File: src/sv/inos_pkg.sv
// Shared types, widths and codes for the inverse nonlinear output scaling core.
// No dependencies; every other file refers to this package by scoped names.
package inos_pkg;

    localparam int INPUT_WIDTH = 22;
    // offset sample: wide enough for the sample plus 2^(Bw-1), Bw up to 20
    localparam int V_W = ((INPUT_WIDTH > 21) ? INPUT_WIDTH : 21) + 1;
    localparam int C_W = V_W + 2;
    localparam int X_W = ((V_W + 2) > 44) ? (V_W + 2) : 44;
    localparam int CFG_W = 20;
    localparam int IDX_W = 3;
    localparam int PIPE_DEPTH = 4;

    localparam logic [1:0] MODE_LINEAR = 2'd0;
    localparam logic [1:0] MODE_QUAD   = 2'd1;
    localparam logic [1:0] MODE_EXT    = 2'd2;
    localparam logic [1:0] MODE_NONE   = 2'd3;

    localparam logic [IDX_W-1:0] REG_MODE       = 3'd0;
    localparam logic [IDX_W-1:0] REG_WORK_BITS  = 3'd1;
    localparam logic [IDX_W-1:0] REG_OUT_DEPTH  = 3'd2;
    localparam logic [IDX_W-1:0] REG_QUAD_ALPHA = 3'd3;
    localparam logic [IDX_W-1:0] REG_QUAD_SIGMA = 3'd4;
    localparam logic [IDX_W-1:0] REG_LOW_THR    = 3'd5;
    localparam logic [IDX_W-1:0] REG_HIGH_THR   = 3'd6;
    localparam logic [IDX_W-1:0] REG_SLOPE_EXP  = 3'd7;

    typedef logic signed [V_W-1:0] vval_t;
    typedef logic signed [C_W-1:0] cval_t;
    typedef logic signed [X_W-1:0] xval_t;
    typedef logic signed [X_W:0]   yval_t;

    typedef enum logic [2:0] {
        SEG_LIN,
        SEG_QUAD,
        SEG_LOW,
        SEG_MID,
        SEG_HIGH,
        SEG_NONE
    } seg_t;

    typedef struct packed {
        logic signed [INPUT_WIDTH-1:0] sample;
        logic                          last_in_line;
    } in_item_t;

    typedef struct packed {
        logic [15:0] pixel;
        logic        line_end;
    } out_item_t;

    // configuration as the datapath sees it, raw and pre-computed
    typedef struct packed {
        logic [1:0]          mode;
        logic [19:0]         half_bw;
        logic [19:0]         t1;
        logic [19:0]         t2;
        logic [19:0]         maxw;
        logic [20:0]         t1s;
        logic signed [21:0]  t2s;
        logic [4:0]          eps;
        logic [15:0]         maxpix;
        logic signed [15:0]  dco;
        logic [4:0]          sh_lin;
        logic [5:0]          sh_quad;
        logic [11:0]         rnd_lin;
        logic [31:0]         rnd_q;
        logic signed [X_W-1:0] base_low;
        logic signed [X_W-1:0] base_high;
        logic signed [X_W-1:0] base_mid;
    } cfg_t;

    typedef struct packed {
        logic a;
        logic b;
        logic c;
        logic d;
    } pipe_en_t;

    // hand-off from the segment stage to the square stage
    typedef struct packed {
        seg_t                seg;
        logic [19:0]         mul;
        logic [39:0]         vsh;
        logic signed [V_W-1:0] v;
        logic                last;
    } mid_item_t;

endpackage

File: src/sv/inos_cfg.sv
// Configuration registers and the constants derived from them.
// Depends on inos_pkg.
module inos_cfg (
    input  logic                            aclk,
    input  logic                            aresetn,
    input  logic                            cfg_wr_en,
    input  logic [inos_pkg::IDX_W-1:0]      cfg_index,
    input  logic [inos_pkg::CFG_W-1:0]      cfg_wdata,
    output inos_pkg::cfg_t                  cfg
);

    logic [1:0]  mode_reg;
    logic [4:0]  work_bits_reg;
    logic [4:0]  out_depth_reg;
    logic [14:0] quad_alpha_reg;
    logic        quad_sigma_reg;
    logic [19:0] t1_reg;
    logic [19:0] t2_reg;
    logic [3:0]  slope_reg;

    // first level of derived values
    logic [19:0]        maxw_reg, maxw_next;
    logic [20:0]        t1s_reg, t1s_next;
    logic signed [21:0] t2s_reg, t2s_next;
    logic [4:0]         eps_reg, eps_next;
    logic [15:0]        maxpix_reg, maxpix_next;
    logic signed [15:0] dco_reg, dco_next;
    logic [4:0]         sh_lin_reg, sh_lin_next;
    logic [5:0]         sh_quad_reg, sh_quad_next;
    logic [11:0]        rnd_lin_reg, rnd_lin_next;
    logic [31:0]        rnd_q_reg, rnd_q_next;
    logic [38:0]        sq_reg, sq_next;
    logic [39:0]        t1_sh_reg, t1_sh_next;
    logic [39:0]        t2_sh_reg, t2_sh_next;
    logic [39:0]        b2_reg, b2_next;

    // second level: segment bases with the rounding half folded in
    inos_pkg::xval_t base_low_reg, base_low_next;
    inos_pkg::xval_t base_high_reg, base_high_next;
    inos_pkg::xval_t base_mid_reg, base_mid_next;

    logic [4:0]  bw;
    logic [4:0]  dep;
    logic [4:0]  e_cap;
    logic [4:0]  e_sat;
    logic [19:0] s_half;
    logic [5:0]  sq_exp;

    always_ff @(posedge aclk) begin
        if (!aresetn) begin
            mode_reg       <= inos_pkg::MODE_LINEAR;
            work_bits_reg  <= 5'd20;
            out_depth_reg  <= 5'd8;
            quad_alpha_reg <= '0;
            quad_sigma_reg <= 1'b0;
            t1_reg         <= '0;
            t2_reg         <= '0;
            slope_reg      <= '0;
        end else if (cfg_wr_en) begin
            case (cfg_index)
                inos_pkg::REG_MODE:       mode_reg       <= cfg_wdata[1:0];
                inos_pkg::REG_WORK_BITS:  work_bits_reg  <= cfg_wdata[4:0];
                inos_pkg::REG_OUT_DEPTH:  out_depth_reg  <= cfg_wdata[4:0];
                inos_pkg::REG_QUAD_ALPHA: quad_alpha_reg <= cfg_wdata[14:0];
                inos_pkg::REG_QUAD_SIGMA: quad_sigma_reg <= cfg_wdata[0];
                inos_pkg::REG_LOW_THR:    t1_reg         <= cfg_wdata[19:0];
                inos_pkg::REG_HIGH_THR:   t2_reg         <= cfg_wdata[19:0];
                inos_pkg::REG_SLOPE_EXP:  slope_reg      <= cfg_wdata[3:0];
                default: ;
            endcase
        end
    end

    always_comb begin
        bw = (work_bits_reg < 5'd8) ? 5'd8 :
             (work_bits_reg > 5'd20) ? 5'd20 : work_bits_reg;
        dep = (out_depth_reg < 5'd8) ? 5'd8 :
              (out_depth_reg > 5'd16) ? 5'd16 : out_depth_reg;
        e_cap = bw - 5'd2;
        e_sat = ({1'b0, slope_reg} > e_cap) ? e_cap : {1'b0, slope_reg};
        eps_next = bw - e_sat;
        s_half = 20'd1 << (eps_next - 5'd1);
        sq_exp = {eps_next, 1'b0} - 6'd2;

        maxw_next    = 20'hFFFFF >> (5'd20 - bw);
        maxpix_next  = 16'hFFFF >> (5'd16 - dep);
        sh_lin_next  = (bw > dep) ? (bw - dep) : 5'd0;
        sh_quad_next = {bw, 1'b0} - {1'b0, dep};
        rnd_lin_next = (sh_lin_next == 5'd0) ? 12'd0 : (12'd1 << (sh_lin_next - 5'd1));
        rnd_q_next   = (sh_quad_next == 6'd0) ? 32'd0 : (32'd1 << (sh_quad_next - 6'd1));
        t1s_next     = {1'b0, t1_reg} + {1'b0, s_half};
        t2s_next     = $signed({2'b00, t2_reg}) - $signed({2'b00, s_half});
        sq_next      = 39'd1 << sq_exp;
        t1_sh_next   = {20'd0, t1_reg} << eps_next;
        t2_sh_next   = {20'd0, t2_reg} << eps_next;
        b2_next      = {20'd0, t1_reg} * {20'd0, t1_reg};
        dco_next     = $signed({quad_sigma_reg, quad_alpha_reg});

        base_low_next  = inos_pkg::xval_t'(b2_reg) + inos_pkg::xval_t'(t1_sh_reg)
                       + inos_pkg::xval_t'(sq_reg) + inos_pkg::xval_t'(rnd_q_reg);
        base_high_next = inos_pkg::xval_t'(b2_reg) + inos_pkg::xval_t'(t2_sh_reg)
                       + inos_pkg::xval_t'(rnd_q_reg) - inos_pkg::xval_t'(sq_reg);
        base_mid_next  = inos_pkg::xval_t'(b2_reg) + inos_pkg::xval_t'(rnd_q_reg);
    end

    always_ff @(posedge aclk) begin
        maxw_reg      <= maxw_next;
        t1s_reg       <= t1s_next;
        t2s_reg       <= t2s_next;
        eps_reg       <= eps_next;
        maxpix_reg    <= maxpix_next;
        dco_reg       <= dco_next;
        sh_lin_reg    <= sh_lin_next;
        sh_quad_reg   <= sh_quad_next;
        rnd_lin_reg   <= rnd_lin_next;
        rnd_q_reg     <= rnd_q_next;
        sq_reg        <= sq_next;
        t1_sh_reg     <= t1_sh_next;
        t2_sh_reg     <= t2_sh_next;
        b2_reg        <= b2_next;
        base_low_reg  <= base_low_next;
        base_high_reg <= base_high_next;
        base_mid_reg  <= base_mid_next;
    end

    always_comb begin
        cfg.mode      = mode_reg;
        cfg.half_bw   = 20'd1 << (bw - 5'd1);
        cfg.t1        = t1_reg;
        cfg.t2        = t2_reg;
        cfg.maxw      = maxw_reg;
        cfg.t1s       = t1s_reg;
        cfg.t2s       = t2s_reg;
        cfg.eps       = eps_reg;
        cfg.maxpix    = maxpix_reg;
        cfg.dco       = dco_reg;
        cfg.sh_lin    = sh_lin_reg;
        cfg.sh_quad   = sh_quad_reg;
        cfg.rnd_lin   = rnd_lin_reg;
        cfg.rnd_q     = rnd_q_reg;
        cfg.base_low  = base_low_reg;
        cfg.base_high = base_high_reg;
        cfg.base_mid  = base_mid_reg;
    end

endmodule

File: src/sv/inos_front.sv
// Input register and segment stage: DC offset, segment choice, square operand.
// Depends on inos_pkg.
module inos_front (
    input  logic                 aclk,
    input  inos_pkg::pipe_en_t   en,
    input  inos_pkg::in_item_t   s_data,
    input  inos_pkg::cfg_t       cfg,
    output inos_pkg::mid_item_t  mid
);

    inos_pkg::vval_t     v_a_reg;
    logic                last_a_reg;
    inos_pkg::mid_item_t mid_reg, mid_next;

    logic                lt1;
    logic                lt2;
    inos_pkg::cval_t     c_quad;
    inos_pkg::cval_t     c_low;
    inos_pkg::cval_t     c_high;
    inos_pkg::cval_t     c_raw;

    // offset by 2^(Bw-1) on the way in
    always_ff @(posedge aclk) begin
        if (en.a) begin
            v_a_reg    <= inos_pkg::vval_t'(s_data.sample) + inos_pkg::vval_t'(cfg.half_bw);
            last_a_reg <= s_data.last_in_line;
        end
    end

    always_comb begin
        lt1    = v_a_reg < inos_pkg::vval_t'(cfg.t1);
        lt2    = v_a_reg < inos_pkg::vval_t'(cfg.t2);
        c_quad = inos_pkg::cval_t'(v_a_reg);
        c_low  = inos_pkg::cval_t'(cfg.t1s) - inos_pkg::cval_t'(v_a_reg);
        c_high = inos_pkg::cval_t'(v_a_reg) - inos_pkg::cval_t'(cfg.t2s);

        mid_next.v    = v_a_reg;
        mid_next.last = last_a_reg;
        case (cfg.mode)
            inos_pkg::MODE_LINEAR: begin
                mid_next.seg = inos_pkg::SEG_LIN;
                c_raw        = '0;
            end
            inos_pkg::MODE_QUAD: begin
                mid_next.seg = inos_pkg::SEG_QUAD;
                c_raw        = c_quad;
            end
            inos_pkg::MODE_EXT: begin
                if (lt1) begin
                    mid_next.seg = inos_pkg::SEG_LOW;
                    c_raw        = c_low;
                end else if (lt2) begin
                    mid_next.seg = inos_pkg::SEG_MID;
                    c_raw        = '0;
                end else begin
                    mid_next.seg = inos_pkg::SEG_HIGH;
                    c_raw        = c_high;
                end
            end
            default: begin
                mid_next.seg = inos_pkg::SEG_NONE;
                c_raw        = '0;
            end
        endcase

        // clamp the square operand to 0..2^Bw-1
        if (c_raw < 0) begin
            mid_next.mul = '0;
        end else if (c_raw > inos_pkg::cval_t'(cfg.maxw)) begin
            mid_next.mul = cfg.maxw;
        end else begin
            mid_next.mul = c_raw[19:0];
        end

        // in the linear segment v lies in 0..t2-1, so 20 bits carry it
        if (mid_next.seg == inos_pkg::SEG_MID) begin
            mid_next.vsh = {20'd0, v_a_reg[19:0]} << cfg.eps;
        end else begin
            mid_next.vsh = '0;
        end
    end

    always_ff @(posedge aclk) begin
        if (en.b) begin
            mid_reg <= mid_next;
        end
    end

    assign mid = mid_reg;

endmodule

File: src/sv/inos_back.sv
// Square stage and output stage: square, segment base, round, offset, saturate.
// Depends on inos_pkg.
module inos_back (
    input  logic                 aclk,
    input  inos_pkg::pipe_en_t   en,
    input  inos_pkg::mid_item_t  mid,
    input  inos_pkg::cfg_t       cfg,
    output inos_pkg::out_item_t  m_data
);

    logic [39:0]         prod_reg, prod_next;
    inos_pkg::xval_t     base_reg, base_next;
    inos_pkg::seg_t      seg_reg;
    logic                last_reg;
    inos_pkg::out_item_t out_reg, out_next;

    inos_pkg::xval_t     x;
    inos_pkg::xval_t     y;
    inos_pkg::yval_t     yq;
    logic [5:0]          sh;

    always_comb begin
        prod_next = {20'd0, mid.mul} * {20'd0, mid.mul};
        case (mid.seg)
            inos_pkg::SEG_LIN:  base_next = inos_pkg::xval_t'(mid.v)
                                          + inos_pkg::xval_t'(cfg.rnd_lin);
            inos_pkg::SEG_QUAD: base_next = inos_pkg::xval_t'(cfg.rnd_q);
            inos_pkg::SEG_LOW:  base_next = cfg.base_low;
            inos_pkg::SEG_MID:  base_next = cfg.base_mid + inos_pkg::xval_t'(mid.vsh);
            inos_pkg::SEG_HIGH: base_next = cfg.base_high;
            default:            base_next = '0;
        endcase
    end

    always_ff @(posedge aclk) begin
        if (en.c) begin
            prod_reg <= prod_next;
            base_reg <= base_next;
            seg_reg  <= mid.seg;
            last_reg <= mid.last;
        end
    end

    always_comb begin
        // the mirrored square below t1 subtracts
        if (seg_reg == inos_pkg::SEG_LOW) begin
            x = base_reg - inos_pkg::xval_t'(prod_reg);
        end else begin
            x = base_reg + inos_pkg::xval_t'(prod_reg);
        end
        sh = (seg_reg == inos_pkg::SEG_LIN) ? {1'b0, cfg.sh_lin} : cfg.sh_quad;
        y  = x >>> sh;
        if (seg_reg == inos_pkg::SEG_QUAD) begin
            yq = inos_pkg::yval_t'(y) + inos_pkg::yval_t'(cfg.dco);
        end else begin
            yq = inos_pkg::yval_t'(y);
        end

        out_next.line_end = last_reg;
        if (seg_reg == inos_pkg::SEG_NONE || yq < 0) begin
            out_next.pixel = '0;
        end else if (yq > inos_pkg::yval_t'(cfg.maxpix)) begin
            out_next.pixel = cfg.maxpix;
        end else begin
            out_next.pixel = yq[15:0];
        end
    end

    always_ff @(posedge aclk) begin
        if (en.d) begin
            out_reg <= out_next;
        end
    end

    assign m_data = out_reg;

endmodule

File: src/sv/inverse_nonlinear_output_scaling_core.sv
// Inverse nonlinear output scaling core: top level with handshake and pipeline control.
// Depends on inos_pkg, inos_cfg, inos_front and inos_back.
//
// Maps each signed reconstructed sample to an unsigned pixel of 8..16 bits with
// linear, quadratic or extended piecewise scaling, saturating to 0..2^depth-1; the
// line-end mark travels with its sample. The datapath is a four-register pipeline
// (input, segment, square, output) that takes one sample per clock unless a stalled
// output has filled every stage; the single 20x20 square sits in the third stage.
// Each stage moves on as soon as the one after it has room, so a stalled output
// stops intake only once every stage is full. Configuration writes take effect for a
// sample transferred on the very next cycle; settings derived from them are registered
// in inos_cfg, first the derived values and then the segment bases built from them.
module inverse_nonlinear_output_scaling_core (
    input  logic                        aclk,
    input  logic                        aresetn,
    input  logic                        s_valid,
    output logic                        s_ready,
    input  inos_pkg::in_item_t          s_data,
    output logic                        m_valid,
    input  logic                        m_ready,
    output inos_pkg::out_item_t         m_data,
    input  logic                        cfg_wr_en,
    input  logic [inos_pkg::IDX_W-1:0]  cfg_index,
    input  logic [inos_pkg::CFG_W-1:0]  cfg_wdata
);

    inos_pkg::cfg_t      cfg;
    inos_pkg::pipe_en_t  en;
    inos_pkg::mid_item_t mid;

    logic va_reg;
    logic vb_reg;
    logic vc_reg;
    logic vd_reg;

    // a stage advances when it is empty or its successor advances
    always_comb begin
        en.d = !vd_reg || m_ready;
        en.c = !vc_reg || en.d;
        en.b = !vb_reg || en.c;
        en.a = !va_reg || en.b;
    end

    assign s_ready = en.a;
    assign m_valid = vd_reg;

    always_ff @(posedge aclk) begin
        if (!aresetn) begin
            va_reg <= 1'b0;
            vb_reg <= 1'b0;
            vc_reg <= 1'b0;
            vd_reg <= 1'b0;
        end else begin
            if (en.a) begin
                va_reg <= s_valid;
            end
            if (en.b) begin
                vb_reg <= va_reg;
            end
            if (en.c) begin
                vc_reg <= vb_reg;
            end
            if (en.d) begin
                vd_reg <= vc_reg;
            end
        end
    end

    inos_cfg u_cfg (
        .aclk      (aclk),
        .aresetn   (aresetn),
        .cfg_wr_en (cfg_wr_en),
        .cfg_index (cfg_index),
        .cfg_wdata (cfg_wdata),
        .cfg       (cfg)
    );

    inos_front u_front (
        .aclk   (aclk),
        .en     (en),
        .s_data (s_data),
        .cfg    (cfg),
        .mid    (mid)
    );

    inos_back u_back (
        .aclk   (aclk),
        .en     (en),
        .mid    (mid),
        .cfg    (cfg),
        .m_data (m_data)
    );

endmodule

File: config.mk
export PLATFORM = sky130hd
export DESIGN_NAME = inverse_nonlinear_output_scaling_core
export DESIGN_NICKNAME = d
export VERILOG_FILES = /design/src/sv/inos_pkg.sv /design/src/sv/inos_cfg.sv /design/src/sv/inos_front.sv /design/src/sv/inos_back.sv /design/src/sv/inverse_nonlinear_output_scaling_core.sv
export SDC_FILE = /design/constraint.sdc
export NUM_CORES = 2
export LEC_CHECK = 0
export ABC_AREA = 1
export BUFFER_PORTS_ARGS = -buffer_cell sky130_fd_sc_hd__clkbuf_2
export CORE_ASPECT_RATIO = 2
export CORE_MARGIN = 2
export CORE_UTILIZATION = 60
export CTS_CLUSTER_DIAMETER = 200
export DETAILED_ROUTE_END_ITERATION = 10
export GPL_TIMING_DRIVEN = 0
export PLACE_DENSITY = 0.88
export REMOVE_ABC_BUFFERS = 1
export SLEW_MARGIN = 20
export SYNTH_ARGS = -nofsm -noshare
export SYNTH_HDL_FRONTEND = slang
export SYNTH_SLANG_ARGS = --single-unit
File: constraint.sdc
create_clock -name aclk -period 7.99 [get_ports aclk]
set_input_delay 1.598 -clock aclk [delete_from_list [all_inputs] [get_ports aclk]]
set_output_delay 1.598 -clock aclk [all_outputs]
set_load 0.03 [all_outputs]
==> flow_summary.ini, run 1 <==
[clock_tree]
max-clock-path-buffers = 3
h-tree-depth = 3
cts-root-buf = clkbuf_16
cts_hold_buf = 0
cts_buffers = 68
cts.sinks = 711

[outcome]
outcome = did not finish
error_line = [ERROR GRT-0116] Global routing finished with congestion. Check the congestion regions in the DRC Viewer.
lastStage = 5_1_grt

[synthesis]
yosysWarnings = 0
synth_top_cell_area_share_pct = 15.6
syn_area_per_cell_sq_um = 7.46
synth_edf_count = 215
netlist_area_sq_mm = 0.0777
ys_ff_latch = 711
ys_seq_area_share_pct = 21.1
synth.area.top_cells = fa_1, ha_1, dfxtp_1, nand2_1, inv_1
syn_inst = 10421
synth_cell_types = 73
synth-async-reset-ratio_pct = 0
synth_area_leader_cell = fa_1
synth_ff_type = dfxtp_1

[floorplanning]
io_pins = 70
fp.dieW_um = 259
initial_core_util_pct = 60.5
dieHeight_um = 513
fp-row-count = 186

[global_route]
grt_pass1_wl_um = 449000
grt_start_max_net_pins = 81
track_usage_pct = 45.0
grt-ovfl-total = 3
grt_pass1_vias = 77956

[placed_design]
port_buffers = 69
dpl.hpwl_um = 228000
gp_congestion = 1.19
-- Yosys cell counts (29+ instances only) --
cell type	count
nand2_1	2076
or2_2	46
a31oi_1	84
a221oi_1	35
o21a_1	29
mux2i_1	51
a21oi_1	765
clkbuf_1	202
dfxtp_1	496
nor3_1	64
o21bai_1	30
edfxtp_1	215
buf_1	38
o211ai_1	41
ha_1	883
inv_1	1992
xnor2_1	157
o22ai_1	33
nand4_1	73
nand3_1	541
fa_1	605
nor2_1	747
o21ai_1	35
xor2_1	296
o21ai_0	594
-- repair_timing --
item,4_1_cts
pin swaps,78
buffers inserted,71
cloned,2
gates resized for setup,275
endpoints found under the setup margin,101
-- through the flow --
stage	utilization, %	instance area, sq um	std cells	TNS [ps]	setup WS (ps)
CTS	65.2	83800	12125	-13170	-851
detailed placement	61.9	79500	11927	-109950	-3090
global placement	61.6	79100	11910	-569040	-5350
floorplan	-	76600	10149	-32130	-1230
-- per-layer routing --
metal  overflow  global-route usage (%)
met3          0                    13.7
met2          2                    75.5
met1          0                    39.6
met5          0                       0
met4          1                    52.2
-- kinds of logic after synthesis --
kind of cell,count (synthesis),share of synthesized area (%)
and+or+nand+nor,3648,19.5
buffers and inverters,2291,11.2
AOI/OAI and AO/OA,1779,12.7
adders and majority gates,1488,29.8
DFF,711,21.1
xor gates and xnor gates,453,5.10
muxes,51,0.657
==> inputs of run 2 (changes only) <==
--- a/config.mk
+++ b/config.mk
@@ -7,13 +7,11 @@
 export LEC_CHECK = 0
 export ABC_AREA = 1
 export BUFFER_PORTS_ARGS = -buffer_cell sky130_fd_sc_hd__clkbuf_2
-export CORE_ASPECT_RATIO = 2
 export CORE_MARGIN = 2
-export CORE_UTILIZATION = 60
-export CTS_CLUSTER_DIAMETER = 200
+export CORE_UTILIZATION = 40
 export DETAILED_ROUTE_END_ITERATION = 10
 export GPL_TIMING_DRIVEN = 0
-export PLACE_DENSITY = 0.88
+export PLACE_DENSITY_LB_ADDON = 0.15
 export REMOVE_ABC_BUFFERS = 1
 export SLEW_MARGIN = 20
 export SYNTH_ARGS = -nofsm -noshare
==> constraint.sdc (replaced) <==
create_clock -name aclk -period 10.4 [get_ports aclk]
set_input_delay 2.08 -clock aclk [delete_from_list [all_inputs] [get_ports aclk]]
set_output_delay 2.08 -clock aclk [all_outputs]
set_load 0.03 [all_outputs]
==> run 2 against run 1 <==
Against the previous run:
- the flow now finishes, with violations (design-rule violations)
- synthesized cell count stayed put
- area after synthesis is the same
==> flow_summary.ini, run 2 <==
[global_route]
grt_start_max_net_pins = 81
track_usage_pct = 27.0
grt_pass1_wl_um = 405000
grt_pass1_vias = 66054
antenna_found_initial = 12
grt-ovfl-total = 0

[routing]
drt_pass1_iterations = 9
dr_total_vias = 67998
final_antenna_net_count = 0
avgViaCountPerCell = 5.25
wire_per_inst_um = 20.9
drt_iter0_drc = 4814
drc = 1
wl_um = 271000

[floorplanning]
coreArea_sq_mm = 0.193
io_pins = 70
fp.dieW_um = 445
dieHeight_um = 445
fp-row-count = 161
dieArea_sq_mm = 0.198
initial_core_util_pct = 40.3

[clock_tree]
cts_buffers = 88
cts_tree = built
cts.sinks = 711
h-tree-depth = 3
max-clock-path-buffers = 3
cts-root-buf = clkbuf_16
clk_latency_ps = 770
clkTransAtPathRegs_ps = 60

[setup_path]
slowest_stage = o31ai_2
cp_max_fo = 17
crit_top_cell = nand2_1
startpoint_type = flip-flop
crit_buf_inv = 10
path_delay_family = simple AND/OR/NAND/NOR gates
critPathMaxStageDelay_ps = 640
crit_path_end_kind = flip-flop
worstSetupPathType = flip-flop to flip-flop
cp.required_ps = 10910
critPathArrivalTime_ps = 10140

[timing]
fin_ws_ps = 771
tns_ps = 0
min_period_ps = 9630
maxSlewHeadroom_pct = 18.5
period_share_pct = 92.6
worst_pin_slew_ps = 1220
fin_skew_ps = 85.5
setup_viol = 0
finalHoldViolations = 0
slew_viol_final = 0
fmax_mhz = 104

[synthesis]
synth_top_cell_area_share_pct = 15.6
synth_area_leader_cell = fa_1
yosys.cell_count.top_type = nand2_1
synth_commonest_cells = nand2_1, inv_1, ha_1
synth_ff_type = dfxtp_1
ys_seq_area_share_pct = 21.1
synth-async-reset-ratio_pct = 0
ys_ff_latch = 711
synth_edf_count = 215
netlist_area_sq_mm = 0.0777
syn_area_per_cell_sq_um = 7.46
synth_cell_types = 73
synth.area.top_cells = fa_1, ha_1, dfxtp_1, nand2_1, inv_1
syn_inst = 10421
yosysWarnings = 0

[power_and_ir_drop]
total_power_mw = 16.8
p_leak_nw = 45.3
power_density_mw_per_mm2 = 199
peakVddDrop_uv = 152

[layout]
most-common-layout-cells = nand2_1, inv_1, ha_1
nNetsFinal = 11894
stdcell_count = 12962
layout-drive-gt1-share_pct = 4.78
area_growth_pct = 8.54
layout_commonest_cell = nand2_1
largest_register_ffs = 87
nFillCells = 19453

[outcome]
outcome = complete, but fails checks
violations = design-rule violations

[placed_design]
gp_congestion = 0.974
dpl_worst_slack_ps = -507
dp_cells = 12776
dpl.hpwl_um = 227000
port_buffers = 69

[run]
maxCapViolations = 0

[min_path]
min_path_type = flip-flop to flip-flop
==> run 2: report_power, final <==
group	leakage, nW	total [mW]	switching, mW	internal [mW]
Clock	1.46	3.20	1.37	1.83
Combinational	37.3	9.92	6.76	3.16
Sequential	6.57	3.66	0.319	3.34
Total	45.3	16.8	8.45	8.33
==> run 2: routing by layer <==
metal	vias to the layer above	part of all wire [%]	GRT usage (%)	wire, um
li1	33341	-	-	-
met1	32574	45	36.9	122000
met2	1733	46	44.7	125000
met3	342	4.9	2.45	13300
met4	8	3.6	9.23	9830
met5	-	0.020	0	54
==> run 2: area by class of cell <==
class	count	area, sq um	share of cell area [%]
sequential	711	16400	19.5
timing repair buffer	116	1110	1.31
clock inverter	52	552	0.654
clock buffer	114	2460	2.92
multi-input combinational	7419	53100	62.9
antenna	5	12.5	0.0148
tap	2526	3160	3.75
inverter	2019	7600	9.01
==> run 2: metrics by stage <==
stage / area [sq um] / hold WS [ps] / utilization [%]
after floorplan: 76600 / 325 / -
after global placement: 80100 / 334 / 41.6
after detailed placement: 80900 / 338 / 42.0
after CTS: 84000 / 353 / 43.6
after global routing: 84400 / 355 / 43.8
final: 84400 / 352 / 43.8
==> run 2: timing repair <==
| item | CTS | global route |
|---|---|---|
| buffers inserted | 2 | 10 |
| setup endpoints to repair | 16 | 33 |
| pin swaps | 2 | 12 |
| resized for setup | 14 | 62 |
| hold endpoints to repair | 0 | 0 |
| hold buffers | 0 | 0 |
==> run 2: final timing paths <==
kind                            from                 to  slack [ps]  cells past startpoint
min          u_cfg.quad_alpha_reg[5]   u_cfg.dco_reg[5]         350                      0
max               u_back.prod_reg[0]  u_back.m_data[10]         770                     62
max reg2reg       u_back.prod_reg[0]  u_back.m_data[10]         770                     62
min reg2reg  u_cfg.quad_alpha_reg[5]   u_cfg.dco_reg[5]         350                      0
==> run 2: kinds of logic after synthesis <==
family	after synthesis	share of synthesized area [%]
AOI/OAI and AO/OA	1779	12.7
DFF	711	21.1
buffers and inverters	2291	11.2
muxes	51	0.657
adders and majority gates	1488	29.8
and+or+nand+nor	3648	19.5
xor gates and xnor gates	453	5.10
==> run 2: worst register-to-register path: cells and delay by family, from the launching register on <==
family                     cells  cell delay, ps
AOI/OAI and AO/OA              6            1540
xor gates and xnor gates       1              80
adders and majority gates      4            1310
buffers and inverters         10             830
DFF                            1             400
and+or+nand+nor               41            5210
No activity file was read; power rests on OpenSTA's default activity.
